==> config.mk <==
export PLATFORM = sky130hd
export DESIGN_NAME = sparse_column_weight_reducer_unit
export DESIGN_NICKNAME = d
export VERILOG_FILES = /design/src/sv/scwr_pkg.sv /design/src/sv/scwr_divider.sv /design/src/sv/scwr_dpath.sv /design/src/sv/scwr_ctrl.sv /design/src/sv/sparse_column_weight_reducer_unit.sv
export SDC_FILE = /design/constraint.sdc
export NUM_CORES = 2
export LEC_CHECK = 0
export BUFFER_PORTS_ARGS = -buffer_cell sky130_fd_sc_hd__clkbuf_2
export CORE_ASPECT_RATIO = 0.75
export CORE_MARGIN = 8
export CORE_UTILIZATION = 66
export CTS_CLUSTER_SIZE = 25
export DETAILED_ROUTE_END_ITERATION = 12
export PLACE_DENSITY_LB_ADDON = 0.15
export SLEW_MARGIN = 20
export SYNTH_ARGS = -nofsm -noshare
export SYNTH_HDL_FRONTEND = slang
export SYNTH_SLANG_ARGS = --single-unit
export TNS_END_PERCENT = 20
==> constraint.sdc <==
create_clock -name i_clk -period 11.8 [get_ports i_clk]
set_input_delay 0.59 -clock i_clk [delete_from_list [all_inputs] [get_ports i_clk]]
set_output_delay 0.59 -clock i_clk [all_outputs]
set_load 0.02 [all_outputs]
==> src/sv/scwr_pkg.sv <==
// Shared types, codes and constants of the sparse column weight reducer.
package scwr_pkg;

    // Reduction selected by the mode register.
    localparam logic [2:0] MODE_WSUM = 3'd0;
    localparam logic [2:0] MODE_SUM  = 3'd1;
    localparam logic [2:0] MODE_MEAN = 3'd2;
    localparam logic [2:0] MODE_MIN  = 3'd3;
    localparam logic [2:0] MODE_MAX  = 3'd4;
    localparam logic [2:0] MODE_DIAG = 3'd5;
    localparam logic [2:0] MODE_RESET = MODE_SUM;

    localparam int DEF_ROW_INDEX_BITS = 20;
    localparam int DEF_VALUE_BITS     = 32;

    localparam int WEIGHT_W   = 64;
    localparam int OUT_COL_W  = 20;
    localparam int OUT_DATA_W = ((WEIGHT_W + OUT_COL_W + 7) / 8) * 8;
    localparam int OUT_PAD_W  = OUT_DATA_W - WEIGHT_W - OUT_COL_W;
    localparam int OUT_USER_W = 2;

    localparam int COUNT_W = 21;
    localparam logic [COUNT_W-1:0] COUNT_MAX = {COUNT_W{1'b1}};

    localparam int DIV_STEPS = WEIGHT_W;
    localparam int DIV_CNT_W = $clog2(DIV_STEPS);

    localparam logic [WEIGHT_W-1:0] WMAX = {1'b0, {(WEIGHT_W-1){1'b1}}};
    localparam logic [WEIGHT_W-1:0] WMIN = {1'b1, {(WEIGHT_W-1){1'b0}}};

    // Commands from the controller to the datapath.
    typedef struct packed {
        logic take_empty;
        logic fold;
        logic mul_load;
        logic mul_comb;
        logic mul_add;
        logic div_init;
        logic div_step;
        logic emit;
    } t_cmd;

    // Status from the datapath back to the controller.
    typedef struct packed {
        logic mode_wsum;
        logic mode_mean;
        logic div_done;
        logic out_free;
    } t_stat;

endpackage

==> src/sv/scwr_divider.sv <==
// Restoring divider that produces one quotient bit per cycle while i_step is high.
module scwr_divider
    import scwr_pkg::*;
(
    input  logic                i_clk,
    input  logic                i_rst_n,
    input  logic                i_init,
    input  logic                i_step,
    input  logic [WEIGHT_W-1:0] i_dividend,
    input  logic [COUNT_W-1:0]  i_divisor,
    output logic [WEIGHT_W-1:0] o_quotient,
    output logic                o_last_step
);

    logic [WEIGHT_W-1:0]  r_quo;
    logic [COUNT_W-1:0]   r_rem;
    logic [COUNT_W-1:0]   r_dvs;
    logic [DIV_CNT_W-1:0] r_cnt;

    logic [COUNT_W:0]     rem_sh;
    logic                 ge;
    logic [COUNT_W:0]     rem_sub;

    assign rem_sh  = {r_rem, r_quo[WEIGHT_W-1]};
    assign ge      = rem_sh >= {1'b0, r_dvs};
    assign rem_sub = rem_sh - {1'b0, r_dvs};

    always_ff @(posedge i_clk) begin
        if (!i_rst_n) begin
            r_cnt <= '0;
        end else if (i_init) begin
            r_cnt <= '0;
        end else if (i_step) begin
            r_cnt <= r_cnt + DIV_CNT_W'(1);
        end
    end

    always_ff @(posedge i_clk) begin
        if (i_init) begin
            r_quo <= i_dividend;
            r_rem <= '0;
            r_dvs <= i_divisor;
        end else if (i_step) begin
            r_quo <= {r_quo[WEIGHT_W-2:0], ge};
            r_rem <= ge ? rem_sub[COUNT_W-1:0] : rem_sh[COUNT_W-1:0];
        end
    end

    assign o_quotient  = r_quo;
    assign o_last_step = (r_cnt == DIV_CNT_W'(DIV_STEPS - 1));

endmodule

==> src/sv/scwr_dpath.sv <==
// Datapath: mode register, column state, weighted product, mean divider, output register.
module scwr_dpath
    import scwr_pkg::*;
#(
    parameter int ROW_INDEX_BITS = DEF_ROW_INDEX_BITS,
    parameter int VALUE_BITS     = DEF_VALUE_BITS
) (
    input  logic                      i_clk,
    input  logic                      i_rst_n,
    input  t_cmd                      i_cmd,
    output t_stat                     o_stat,
    input  logic                      i_cfg_wen,
    input  logic [2:0]                i_cfg_wdata,
    input  logic [ROW_INDEX_BITS-1:0] i_row,
    input  logic signed [VALUE_BITS-1:0] i_value,
    input  logic                      i_m_tready,
    output logic                      o_out_valid,
    output logic [WEIGHT_W-1:0]       o_weight,
    output logic [OUT_COL_W-1:0]      o_col,
    output logic                      o_was_empty,
    output logic                      o_sat
);

    localparam int HB     = (VALUE_BITS + 1) / 2;
    localparam int HI_B   = VALUE_BITS - HB;
    localparam int LO_W   = HB + ROW_INDEX_BITS;
    localparam int HI_W   = HI_B + ROW_INDEX_BITS;
    localparam int PROD_W = VALUE_BITS + ROW_INDEX_BITS;
    localparam int EXT_W  = (PROD_W > WEIGHT_W) ? PROD_W : WEIGHT_W + 1;

    function automatic logic [WEIGHT_W:0] sat_add(input logic [WEIGHT_W-1:0] a,
                                                  input logic [WEIGHT_W-1:0] b);
        logic [WEIGHT_W-1:0] s;
        logic                ov;
        s  = a + b;
        ov = (a[WEIGHT_W-1] == b[WEIGHT_W-1]) && (s[WEIGHT_W-1] != a[WEIGHT_W-1]);
        if (ov) begin
            return {1'b1, a[WEIGHT_W-1] ? WMIN : WMAX};
        end
        return {1'b0, s};
    endfunction

    logic [2:0]                r_mode;
    logic [ROW_INDEX_BITS-1:0] r_col;
    logic [WEIGHT_W-1:0]       r_acc;
    logic [WEIGHT_W-1:0]       n_acc;
    logic [COUNT_W-1:0]        r_count;
    logic signed [VALUE_BITS-1:0] r_ext;
    logic                      r_first;
    logic                      r_diag;
    logic                      n_diag;
    logic                      r_ovf;
    logic                      n_ovf;
    logic                      r_empty_pend;
    logic [LO_W-1:0]           r_pp_lo;
    logic [HI_W-1:0]           r_pp_hi;
    logic                      r_neg;
    logic [WEIGHT_W-1:0]       r_pmag;
    logic                      r_povf;
    logic                      r_mean_neg;
    logic                      r_out_valid;
    logic [WEIGHT_W-1:0]       r_out_weight;
    logic [OUT_COL_W-1:0]      r_out_col;
    logic                      r_out_empty;
    logic                      r_out_sat;

    logic [WEIGHT_W-1:0]       val64;
    logic [VALUE_BITS-1:0]     mag;
    logic [EXT_W-1:0]          p_full;
    logic [EXT_W-1:0]          p_lim;
    logic                      p_over;
    logic [WEIGHT_W-1:0]       addend;
    logic [WEIGHT_W:0]         add_v;
    logic [WEIGHT_W:0]         add_p;
    logic                      cnt_sat;
    logic                      out_free;
    logic [WEIGHT_W-1:0]       dividend;
    logic [WEIGHT_W-1:0]       quotient;
    logic                      div_last;
    logic [WEIGHT_W-1:0]       mean_w;

    assign val64   = {{(WEIGHT_W-VALUE_BITS){i_value[VALUE_BITS-1]}}, i_value};
    assign mag     = i_value[VALUE_BITS-1] ? (VALUE_BITS'(0) - i_value) : i_value;
    assign cnt_sat = (r_count == COUNT_MAX);
    assign out_free = !r_out_valid || i_m_tready;

    // Product of magnitude and row: recombine the two partial products, then clamp.
    assign p_full = (EXT_W'(r_pp_hi) << HB) + EXT_W'(r_pp_lo);
    assign p_lim  = EXT_W'(WMAX) + EXT_W'(r_neg);
    assign p_over = p_full > p_lim;
    assign addend = r_neg ? (WEIGHT_W'(0) - r_pmag) : r_pmag;

    assign add_v = sat_add(r_acc, val64);
    assign add_p = sat_add(r_acc, addend);

    always_comb begin
        n_acc  = r_acc;
        n_ovf  = r_ovf;
        n_diag = r_diag;
        if ((i_cmd.fold || i_cmd.mul_load) && cnt_sat) begin
            n_ovf = 1'b1;
        end
        if (i_cmd.fold) begin
            if (r_mode == MODE_DIAG) begin
                if (!r_diag) begin
                    if (i_row == r_col) begin
                        n_acc  = val64;
                        n_diag = 1'b1;
                        n_ovf  = 1'b0;
                    end else begin
                        n_acc = add_v[WEIGHT_W-1:0];
                        n_ovf = n_ovf | add_v[WEIGHT_W];
                    end
                end
            end else begin
                n_acc = add_v[WEIGHT_W-1:0];
                n_ovf = n_ovf | add_v[WEIGHT_W];
            end
        end
        if (i_cmd.mul_add) begin
            n_acc = add_p[WEIGHT_W-1:0];
            n_ovf = r_ovf | r_povf | add_p[WEIGHT_W];
        end
        if (i_cmd.emit) begin
            n_acc  = '0;
            n_ovf  = 1'b0;
            n_diag = 1'b0;
        end
    end

    always_ff @(posedge i_clk) begin
        if (!i_rst_n) begin
            r_mode       <= MODE_RESET;
            r_col        <= '0;
            r_acc        <= '0;
            r_count      <= '0;
            r_ext        <= '0;
            r_first      <= 1'b1;
            r_diag       <= 1'b0;
            r_ovf        <= 1'b0;
            r_empty_pend <= 1'b0;
            r_out_valid  <= 1'b0;
        end else begin
            r_acc  <= n_acc;
            r_ovf  <= n_ovf;
            r_diag <= n_diag;
            if (i_cfg_wen && (i_cfg_wdata <= MODE_DIAG)) begin
                r_mode <= i_cfg_wdata;
            end
            if (i_cmd.take_empty) begin
                r_empty_pend <= 1'b1;
            end
            if (i_cmd.fold || i_cmd.mul_load) begin
                if (!cnt_sat) begin
                    r_count <= r_count + COUNT_W'(1);
                end
                if (r_first) begin
                    r_ext   <= i_value;
                    r_first <= 1'b0;
                end else if ((r_mode == MODE_MIN) && (i_value < r_ext)) begin
                    r_ext <= i_value;
                end else if ((r_mode == MODE_MAX) && (r_ext < i_value)) begin
                    r_ext <= i_value;
                end
            end
            if (i_cmd.emit) begin
                r_col        <= r_col + ROW_INDEX_BITS'(1);
                r_count      <= '0;
                r_ext        <= '0;
                r_first      <= 1'b1;
                r_empty_pend <= 1'b0;
                r_out_valid  <= 1'b1;
            end else if (i_m_tready) begin
                r_out_valid <= 1'b0;
            end
        end
    end

    always_ff @(posedge i_clk) begin
        if (i_cmd.mul_load) begin
            r_pp_lo <= LO_W'(mag[HB-1:0]) * LO_W'(i_row);
            r_pp_hi <= HI_W'(mag[VALUE_BITS-1:HB]) * HI_W'(i_row);
            r_neg   <= i_value[VALUE_BITS-1];
        end
        if (i_cmd.mul_comb) begin
            r_pmag <= p_over ? p_lim[WEIGHT_W-1:0] : p_full[WEIGHT_W-1:0];
            r_povf <= p_over;
        end
        if (i_cmd.div_init) begin
            r_mean_neg <= r_acc[WEIGHT_W-1];
        end
    end

    // Ceiling mean: a positive sum is biased by count-1, a negative sum
    // truncates its magnitude, which rounds toward plus infinity.
    assign dividend = r_acc[WEIGHT_W-1] ? (WEIGHT_W'(0) - r_acc)
                                        : (r_acc + WEIGHT_W'(r_count) - WEIGHT_W'(1));
    assign mean_w   = r_mean_neg ? (WEIGHT_W'(0) - quotient) : quotient;

    scwr_divider u_div (
        .i_clk       (i_clk),
        .i_rst_n     (i_rst_n),
        .i_init      (i_cmd.div_init),
        .i_step      (i_cmd.div_step),
        .i_dividend  (dividend),
        .i_divisor   (r_count),
        .o_quotient  (quotient),
        .o_last_step (div_last)
    );

    always_ff @(posedge i_clk) begin
        if (i_cmd.emit) begin
            r_out_col <= OUT_COL_W'(r_col);
            if (r_empty_pend) begin
                r_out_weight <= '0;
                r_out_empty  <= 1'b1;
                r_out_sat    <= 1'b0;
            end else begin
                r_out_empty <= 1'b0;
                case (r_mode) inside
                    MODE_MEAN: begin
                        r_out_weight <= mean_w;
                        r_out_sat    <= r_ovf;
                    end
                    MODE_MIN, MODE_MAX: begin
                        r_out_weight <= {{(WEIGHT_W-VALUE_BITS){r_ext[VALUE_BITS-1]}}, r_ext};
                        r_out_sat    <= 1'b0;
                    end
                    default: begin
                        r_out_weight <= r_acc;
                        r_out_sat    <= r_ovf;
                    end
                endcase
            end
        end
    end

    assign o_stat.mode_wsum = (r_mode == MODE_WSUM);
    assign o_stat.mode_mean = (r_mode == MODE_MEAN);
    assign o_stat.div_done  = div_last;
    assign o_stat.out_free  = out_free;

    assign o_out_valid = r_out_valid;
    assign o_weight    = r_out_weight;
    assign o_col       = r_out_col;
    assign o_was_empty = r_out_empty;
    assign o_sat       = r_out_sat;

endmodule

==> src/sv/scwr_ctrl.sv <==
// Controller state machine that sequences folding, multiply, division and result load.
module scwr_ctrl
    import scwr_pkg::*;
(
    input  logic  i_clk,
    input  logic  i_rst_n,
    input  logic  i_s_tvalid,
    input  logic  i_s_tlast,
    input  logic  i_s_tuser,
    input  t_stat i_stat,
    output logic  o_s_tready,
    output t_cmd  o_cmd
);

    localparam logic [2:0] S_IDLE  = 3'd0;
    localparam logic [2:0] S_MUL   = 3'd1;
    localparam logic [2:0] S_MADD  = 3'd2;
    localparam logic [2:0] S_DINIT = 3'd3;
    localparam logic [2:0] S_DIV   = 3'd4;
    localparam logic [2:0] S_EMIT  = 3'd5;

    logic [2:0] r_state;
    logic [2:0] n_state;
    logic       r_last_pend;
    logic       n_last_pend;

    always_comb begin
        n_state     = r_state;
        n_last_pend = r_last_pend;
        o_cmd       = '0;
        o_s_tready  = 1'b0;
        unique case (r_state)
            S_IDLE: begin
                o_s_tready = 1'b1;
                if (i_s_tvalid) begin
                    if (i_s_tuser) begin
                        o_cmd.take_empty = 1'b1;
                        n_state          = S_EMIT;
                    end else if (i_stat.mode_wsum) begin
                        o_cmd.mul_load = 1'b1;
                        n_last_pend    = i_s_tlast;
                        n_state        = S_MUL;
                    end else begin
                        o_cmd.fold = 1'b1;
                        if (i_s_tlast) begin
                            n_state = i_stat.mode_mean ? S_DINIT : S_EMIT;
                        end
                    end
                end
            end
            S_MUL: begin
                o_cmd.mul_comb = 1'b1;
                n_state        = S_MADD;
            end
            S_MADD: begin
                o_cmd.mul_add = 1'b1;
                n_state       = r_last_pend ? S_EMIT : S_IDLE;
            end
            S_DINIT: begin
                o_cmd.div_init = 1'b1;
                n_state        = S_DIV;
            end
            S_DIV: begin
                o_cmd.div_step = 1'b1;
                if (i_stat.div_done) begin
                    n_state = S_EMIT;
                end
            end
            S_EMIT: begin
                if (i_stat.out_free) begin
                    o_cmd.emit = 1'b1;
                    n_state    = S_IDLE;
                end
            end
            default: begin
                n_state = S_IDLE;
            end
        endcase
    end

    always_ff @(posedge i_clk) begin
        if (!i_rst_n) begin
            r_state     <= S_IDLE;
            r_last_pend <= 1'b0;
        end else begin
            r_state     <= n_state;
            r_last_pend <= n_last_pend;
        end
    end

endmodule

==> src/sv/sparse_column_weight_reducer_unit.sv <==
// Top level of the sparse column weight reducer: stream ports, controller and datapath.
//
//  Channel   Direction  Handshake                Contents
//  s_axis    in         i_s_tvalid / o_s_tready  one nonzero entry, or an empty-column marker
//  m_axis    out        o_m_tvalid / i_m_tready  one weight for each finished column
//  cfg       in         i_cfg_wen                weight_mode, no read-back
//
//  In modes 1 to 5 an entry is folded in as it is accepted; the weighted-sum mode takes
//  it through split multiply, recombine and clamp, and saturating accumulate steps.
//  Closing a column adds the result load; the mean mode adds a divider set-up step and
//  the divider, retiring one quotient bit per cycle. An empty item goes straight to the result load.
//  Reset is synchronous, active low: mode 1, column number 0, no result pending.
//  A stalled output holds the block in its result-load step; new entries then wait.
module sparse_column_weight_reducer_unit
    import scwr_pkg::*;
#(
    parameter int ROW_INDEX_BITS = DEF_ROW_INDEX_BITS,
    parameter int VALUE_BITS     = DEF_VALUE_BITS,
    localparam int IN_DATA_W     = ((ROW_INDEX_BITS + VALUE_BITS + 7) / 8) * 8
) (
    input  logic                  i_clk,
    input  logic                  i_rst_n,
    // Input beat: [ROW_INDEX_BITS-1:0] row_index, then entry_value, zero padding above.
    input  logic [IN_DATA_W-1:0]  i_s_tdata,
    input  logic                  i_s_tvalid,
    output logic                  o_s_tready,
    input  logic                  i_s_tlast,   // last_in_column
    input  logic                  i_s_tuser,   // empty_column
    // Output beat: [63:0] column_weight, [83:64] column_number, zero padding above.
    output logic [OUT_DATA_W-1:0] o_m_tdata,
    output logic                  o_m_tvalid,
    input  logic                  i_m_tready,
    // Output flags: [0] was_empty, [1] saturated.
    output logic [OUT_USER_W-1:0] o_m_tuser,
    input  logic                  i_cfg_wen,
    input  logic [2:0]            i_cfg_wdata
);

    t_cmd  cmd;
    t_stat stat;

    logic [ROW_INDEX_BITS-1:0]    in_row;
    logic signed [VALUE_BITS-1:0] in_value;
    logic [WEIGHT_W-1:0]          out_weight;
    logic [OUT_COL_W-1:0]         out_col;
    logic                         out_empty;
    logic                         out_sat;

    // Unpack the input beat; the padding bits above the value carry nothing.
    assign in_row   = i_s_tdata[ROW_INDEX_BITS-1:0];
    assign in_value = i_s_tdata[ROW_INDEX_BITS+VALUE_BITS-1:ROW_INDEX_BITS];

    // The controller decides per beat which datapath step runs; the mode
    // register lives in the datapath and reports back through the status.
    scwr_ctrl u_ctrl (
        .i_clk      (i_clk),
        .i_rst_n    (i_rst_n),
        .i_s_tvalid (i_s_tvalid),
        .i_s_tlast  (i_s_tlast),
        .i_s_tuser  (i_s_tuser),
        .i_stat     (stat),
        .o_s_tready (o_s_tready),
        .o_cmd      (cmd)
    );

    scwr_dpath #(
        .ROW_INDEX_BITS (ROW_INDEX_BITS),
        .VALUE_BITS     (VALUE_BITS)
    ) u_dpath (
        .i_clk       (i_clk),
        .i_rst_n     (i_rst_n),
        .i_cmd       (cmd),
        .o_stat      (stat),
        .i_cfg_wen   (i_cfg_wen),
        .i_cfg_wdata (i_cfg_wdata),
        .i_row       (in_row),
        .i_value     (in_value),
        .i_m_tready  (i_m_tready),
        .o_out_valid (o_m_tvalid),
        .o_weight    (out_weight),
        .o_col       (out_col),
        .o_was_empty (out_empty),
        .o_sat       (out_sat)
    );

    // Pack the result beat from the output register.
    assign o_m_tdata = {{OUT_PAD_W{1'b0}}, out_col, out_weight};
    assign o_m_tuser = {out_sat, out_empty};

endmodule

# After elaboration in Yosys (flattened, before gate mapping)
# Index checks and enable logic that the tools add are counted.
[totals] reg_bits=486 input_bits=66 output_inout_bits=92 word_cells=158
[op_classes] addsub=14 multipliers=2 magnitude_cmp=5 eq_ne=21 muxes=60 n_bitwise=6 reduce_logical=24
[ops] op="$mux 64" n=14
[ops] op="$mux 65" n=4
[ops] op="$sub 1x64->64 const A" n=3
[ops] op="$add 64x64->64" n=2
[ops] op="$mux 32" n=4
[ops] op="$mul 16x20->36" n=2
[ops] op="$gt 65x65->1" n=1
[ops] op="$add 63x1->64 const A" n=1
[ops] op="$add 64x21->64" n=1
[ops] op="$lt 32x32->1" n=2
[ops] op="$sub 64x1->64 const B" n=1
[ops] op="$add 52x36->53" n=1
[ops] op="$sub 1x32->32 const A" n=1
[ops] op="$mux 3" n=10
[ops] op="$mux 1" n=25
[ops] op="$ge 22x21->1" n=1
[ops] op="$add 21x1->21 const B" n=1
[ops] op="$eq 21x21->1 const B" n=1
[ops] op="$mux 21" n=1
[ops] op="$sub 21x21->21" n=1
[ops] op="$add 20x1->20 const B" n=1
[ops] op="$eq 20x20->1" n=1
[ops] op="$pmux 3 s6" n=1
[ops] op="$eq 3x2->1 const B" n=4
[ops] op="23 further kinds" n=48

# Longest topological paths before layout
[logic_depth] word_depth=14 ltp_mapped=36 depth_no_buf=35

# Hierarchy
# A second synthesis with hierarchy kept.
[unflattened] hier_cells=7035 area_unflattened_um2=60386.7
[modules_own_cells] module="scwr_dpath" n_inst=1 cells_per_inst=6522 area_per_inst_um2=54190.7 seq_area_each_um2=9298.9
[modules_own_cells] module="scwr_divider" n_inst=1 cells_per_inst=463 area_per_inst_um2=5820.6 seq_area_each_um2=3093.0
[modules_own_cells] module="scwr_ctrl" n_inst=1 cells_per_inst=43 area_per_inst_um2=326.6 seq_area_each_um2=80.1
[modules_own_cells] module="sparse_column_weight_reducer_unit" n_inst=1 cells_per_inst=7 area_per_inst_um2=48.8 seq_area_each_um2=0.0

# Worst setup path before layout
# OpenSTA, ideal clock, no wires.
[synth_timing] path_type="input-to-reg" startpoint="input port i_s_tdata[21]" endpoint="register u_dpath.r_pp_hi[34] (data pin)" setup_time_ps=269 arrival_time_ps=9186 required_ps=11531 setup_slack_ps=2345 cell_stages=33 path_buffers=1 path_cell_list="inv_1 > nand4_1 > or3_1 > or4_1 > nand2b_1 > or4_1 > or4_1 > or4_1 > nor4b_1 > clkbuf_1 > nand2_1 > fa_1 > fa_1 > inv_1 > fa_1 > fa_1 > fa_1 > inv_1 > fa_1 > inv_1 > ha_1 > nand3_1 > nor2_1 > a221o_1 > a21oi_1 > nand3_1 > nand3_1 > a31oi_1 > o21ai_0 > nand2b_1 > a211oi_1 > o31ai_1 > xor2_1"
[synth_via] elab_chain_len=3
[synth_lines] item="start, declared" line_no="sparse_column_weight_reducer_unit.sv:24" source="input logic [IN_DATA_W-1:0] i_s_tdata,"
[synth_lines] item="$sub 1x32->32" line_no="scwr_dpath.sv:83" source="assign mag = i_value[VALUE_BITS-1] ? (VALUE_BITS'(0) - i_value) : i_value;"
[synth_lines] item="$mux 32" line_no="scwr_dpath.sv:83"
[synth_lines] item="$mul 16x20->36" line_no="scwr_dpath.sv:182" source="r_pp_hi <= HI_W'(mag[VALUE_BITS-1:HB]) * HI_W'(i_row);"
[synth_lines] item="end signal, assigned" line_no="scwr_dpath.sv:182"
[synth_lines] item="end, declared" line_no="scwr_dpath.sv:56" source="logic [HI_W-1:0] r_pp_hi;"
# Every way passes these cells.
# A chain may end at the register's enable or synchronous reset.

# Worst setup path after layout
[layout_timing] startpoint="input port i_s_tdata[23]" endpoint="register u_dpath.r_pp_hi[34] (data pin)"
# The elaborated chain is that of the path after synthesis.

==> metrics.md <==
| Metric | Value |
|---|---|
| Post-CTS Setup Bufs | 0 |
| Status | completed |
| Total Wirelength | 179100 microns |
| Final Net Count | between 8000 and 9000 |
| Die ar. | approximately 99000 sq um |
| WL/cell | about 22 microns |
| CP Max Fanout | 6 |
| Initial Util | 66.20% |
| CTS tree | built |
| Final Critical Period | between 10 and 15 ns |
| Reg-to-Reg End | u_dpath.r_acc[52] |
| Gr ovfl total | 0 |
| Hold-fix buffers, CTS | 0 |
| First drt pass iteration count | 7 |
| HP Start | i_cfg_wdata[0] |
| Layout cells sized above 1 | under 10% |
| CTS root buffer | clkbuf_16 |
| Via count | between 50000 and 60000 |
| RSZ-0062 raised after global routing | false |
| Multi-input gate area | roughly 42000 sq um |
| Max Root-Sink Buffers | 3 |
| DR WL met2 | 74380 microns |
| Power per cell area | roughly 330 nW/um^2 |
| Via density | about 6.3 |
| Maximum vdd drop | approximately 610 uV |
| Tcrit/Tclk final | 87.10% |
| Hold Crit Depth | 3 |
| Final setup vio count | 0 |
| H-tree Lvls | 2 |
| Die span in x | around 360 microns |
| Number of buffers added on ports | about 150 |
| Clock Sinks | 474 |
| Required time of the critical path | between 10 and 15 ns |
| FP Rows | 95 |
| First-pass GRT wire length | ~280000 microns |
| Max_slew headroom | roughly 27% |
| Clock slew at reported path FFs | about 0.06 ns |
| Metal-1 WL | 76900 microns |
| Crit path kind | in2reg |
| Residual DRC count | 0 |
| Reg2reg start | u_dpath.r_pmag[0] |
| Syn avg cell area | roughly 8.5 sq um |
| Placeable Area | about 89000 sq um |
| Die height | ~270 microns |
| Final hold violations | 0 |
| Asr flop ratio synth | 0% |
| Final Max Tran Viols | 0 |
| Hold endpoint | u_dpath.r_mode[0] |
| CTS buffer count | 51 |
| Commonest register cell after synthesis | edfxtp_1 |
| Most frequent cells in the layout | inv_1 (887), nand2_1 (846), ha_1 (546) |
| Hpwl dp | roughly 140000 microns |
| Top layer used by detailed routing | met5 |
| CP max-delay cell | fa_1 |
| Yosys reg bits | roughly 470 |
| Antenna Nets Post-Route | 0 |
| YS warnings | 0 |
| Critical Path End Type | flip-flop |
| PostCTS Resize Cnt | 0 |
| Synth Cell Area | approximately 59000 sq um |
| Area Growth Syn to Fin | 6.142% |
| Iter 0 DRT Violations | 5770 |
| # fillers | between 7000 and 8000 |
| Crit path arrival time | 10.63 ns |
| Post-Route Utilization | a little over two thirds |
| Register area share after synthesis | a little over a fifth |
| Pleak | 0.02822 uW |
| Setup tns final | 0 ns |
| Vias in the first global route | 49894 |
| Reg2reg path depth | 26 |
| Antenna violations before repair | 21 |
| Sequential cell area | 12480 sq um |
| Netlist cell types | 89 |
| Routability congestion estimate | about 1.0 |
| # IOs | 158 |
| Syn Inst Count | about 7000 |
| Post-synth EDFFs | 298 |
| Worst slew pin tran | between 1 and 1.5 ns |
| CP most frequent cell | fa_1 |
| Peak Freq | around 0.097 GHz |
| Startpoint types | primary input |
| Crit-path max cell delay | roughly 0.6 ns |
| Largest net degree at the start of global routing | between 70 and 80 |
| Worst-Skew Late Latency | roughly 0.66 ns |
| Most common cell after layout, fill and taps aside | inv_1 |
| Max Cap Viol | 0 |
| FF-to-FF setup slack | ~3.3 ns |
| Hold Path Class | in2reg |
| Layout Skew | ~0.052 ns |
| Total GRT Usage | between 30% and 40% |
| DR WL met3 | ~22000 microns |
critical path: cells and delay by family:
family	cells	cell delay, ns
adders and majority gates	7	3.58
xor gates and xnor gates	1	0.15
buffers and inverters	4	0.34
AOI/OAI and AO/OA	6	1.42
and+or+nand+nor	15	4.50
routing by layer:
layer,vias up,GRT usage (%)
met2,2606,52.35
met4,4,11.90
li1,23537,-
met5,-,0
met1,24938,51.03
met3,367,8.711
power by group:
| part | internal, uW | total [uW] | switching, uW |
|---|---|---|---|
| clock | 1010 | 1790 | 780 |
| combinational | 6480 | 16000 | 9530 |
| sequential | 2720 | 3140 | 416 |
| total | 10200 | 20900 | 10700 |
logic make-up after synthesis:
group,Yosys count,share of synthesized area [%]
xor gates and xnor gates,533,7.910
buffers and inverters,1234,7.948
adders and majority gates,1052,28.72
and+or+nand+nor,2100,17.13
AOI/OAI and AO/OA,1549,16.71
muxes,26,0.4431
other,1,0.006354
DFF,474,21.13
synth_stat cells (all sizes together) (11+ instances only):
library cell / number / area (sq um)
o22ai: 13 / 81.33
and2: 277 / 1733
nand2b: 54 / 337.8
o221ai: 12 / 111.4
a21oi: 461 / 2307
o211ai: 54 / 405.4
and3: 34 / 212.7
nand3: 128 / 640.6
o21bai: 53 / 397.9
or3: 39 / 244.0
clkbuf: 320 / 1201
o21a: 50 / 382.9
mux2i: 25 / 250.2
edfxtp: 298 / 8949
nand4: 73 / 456.7
dfxtp: 176 / 3523
nand2: 848 / 3183
nor3: 89 / 456.7
xor2: 144 / 1261
nor2: 316 / 1186
or2: 19 / 118.9
a21boi: 20 / 150.1
fa: 505 / 10110
a221oi: 27 / 236.5
and4: 15 / 131.4
xnor2: 389 / 3407
a311oi: 45 / 394.1
a31oi: 44 / 275.3
o41ai: 24 / 210.2
a211oi: 79 / 605.6
o21ai: 364 / 1822
buf: 26 / 156.4
a211o: 11 / 96.34
nor2b: 93 / 581.8
a2111oi: 13 / 147.6
a21o: 137 / 1028
ha: 546 / 6832
inv: 888 / 3333
o31ai: 66 / 495.5
nor4: 52 / 325.3
or4: 35 / 270.3
through the flow:
| step | cell area (sq um) | instances | hold slack (ns) | power (uW) | worst slack [ns] |
|---|---|---|---|---|---|
| floorplan | 59030 | 6972 | 0.4003 | 14920 | 2.345 |
| CTS | 62590 | 8116 | 0.1539 | 20760 | 1.725 |
| global route | 62620 | 8125 | 0.1762 | 22940 | 1.126 |
| finish | 62650 | 8136 | 0.1972 | 20950 | 1.522 |
| detailed placement | 60730 | 8021 | 0.4061 | 18840 | 1.119 |
| global placement | 60730 | 8021 | 0.4012 | 18450 | 1.285 |
flip-flops by register name, indices dropped and copies added (netlist names), 21 cells and up:
name / cells
u_dpath.r_count: 21
u_dpath.r_pp_hi: 36
u_dpath.r_acc: 64
u_dpath.u_div.r_rem: 21
u_dpath.u_div.o_quotient: 64
u_dpath.u_div.r_dvs: 21
u_dpath.r_ext: 32
u_dpath.o_weight: 64
u_dpath.r_pp_lo: 36
u_dpath.r_pmag: 53
worst max-delay path by stage:
| stage | to | slack, ns | startpoint |
|---|---|---|---|
| 2_1_floorplan | u_dpath.r_pp_hi[34] | 2.35 | i_s_tdata[21] |
| 3_3_place_gp | u_dpath.r_pp_hi[34] | 1.29 | i_s_tdata[23] |
| 3_5_place_dp | u_dpath.r_pp_hi[34] | 1.12 | i_s_tdata[23] |
| 4_1_cts | u_dpath.r_pp_hi[34] | 1.73 | i_s_tdata[23] |
| 5_1_grt | u_dpath.r_pp_hi[34] | 1.13 | i_s_tdata[23] |
| 6_report | u_dpath.r_pp_hi[34] | 1.52 | i_s_tdata[23] |
area by class of cell:
cell class,instances,share of cell area (%)
sequential,474,19.92
timing repair buffer,231,2.173
antenna,20,0.07989
tap,1164,2.325
inverter,888,5.321
clock buffer,58,2.195
multi-input combinational,5264,67.21
clock inverter,37,0.7749
Power figures use the tool's default switching activity.
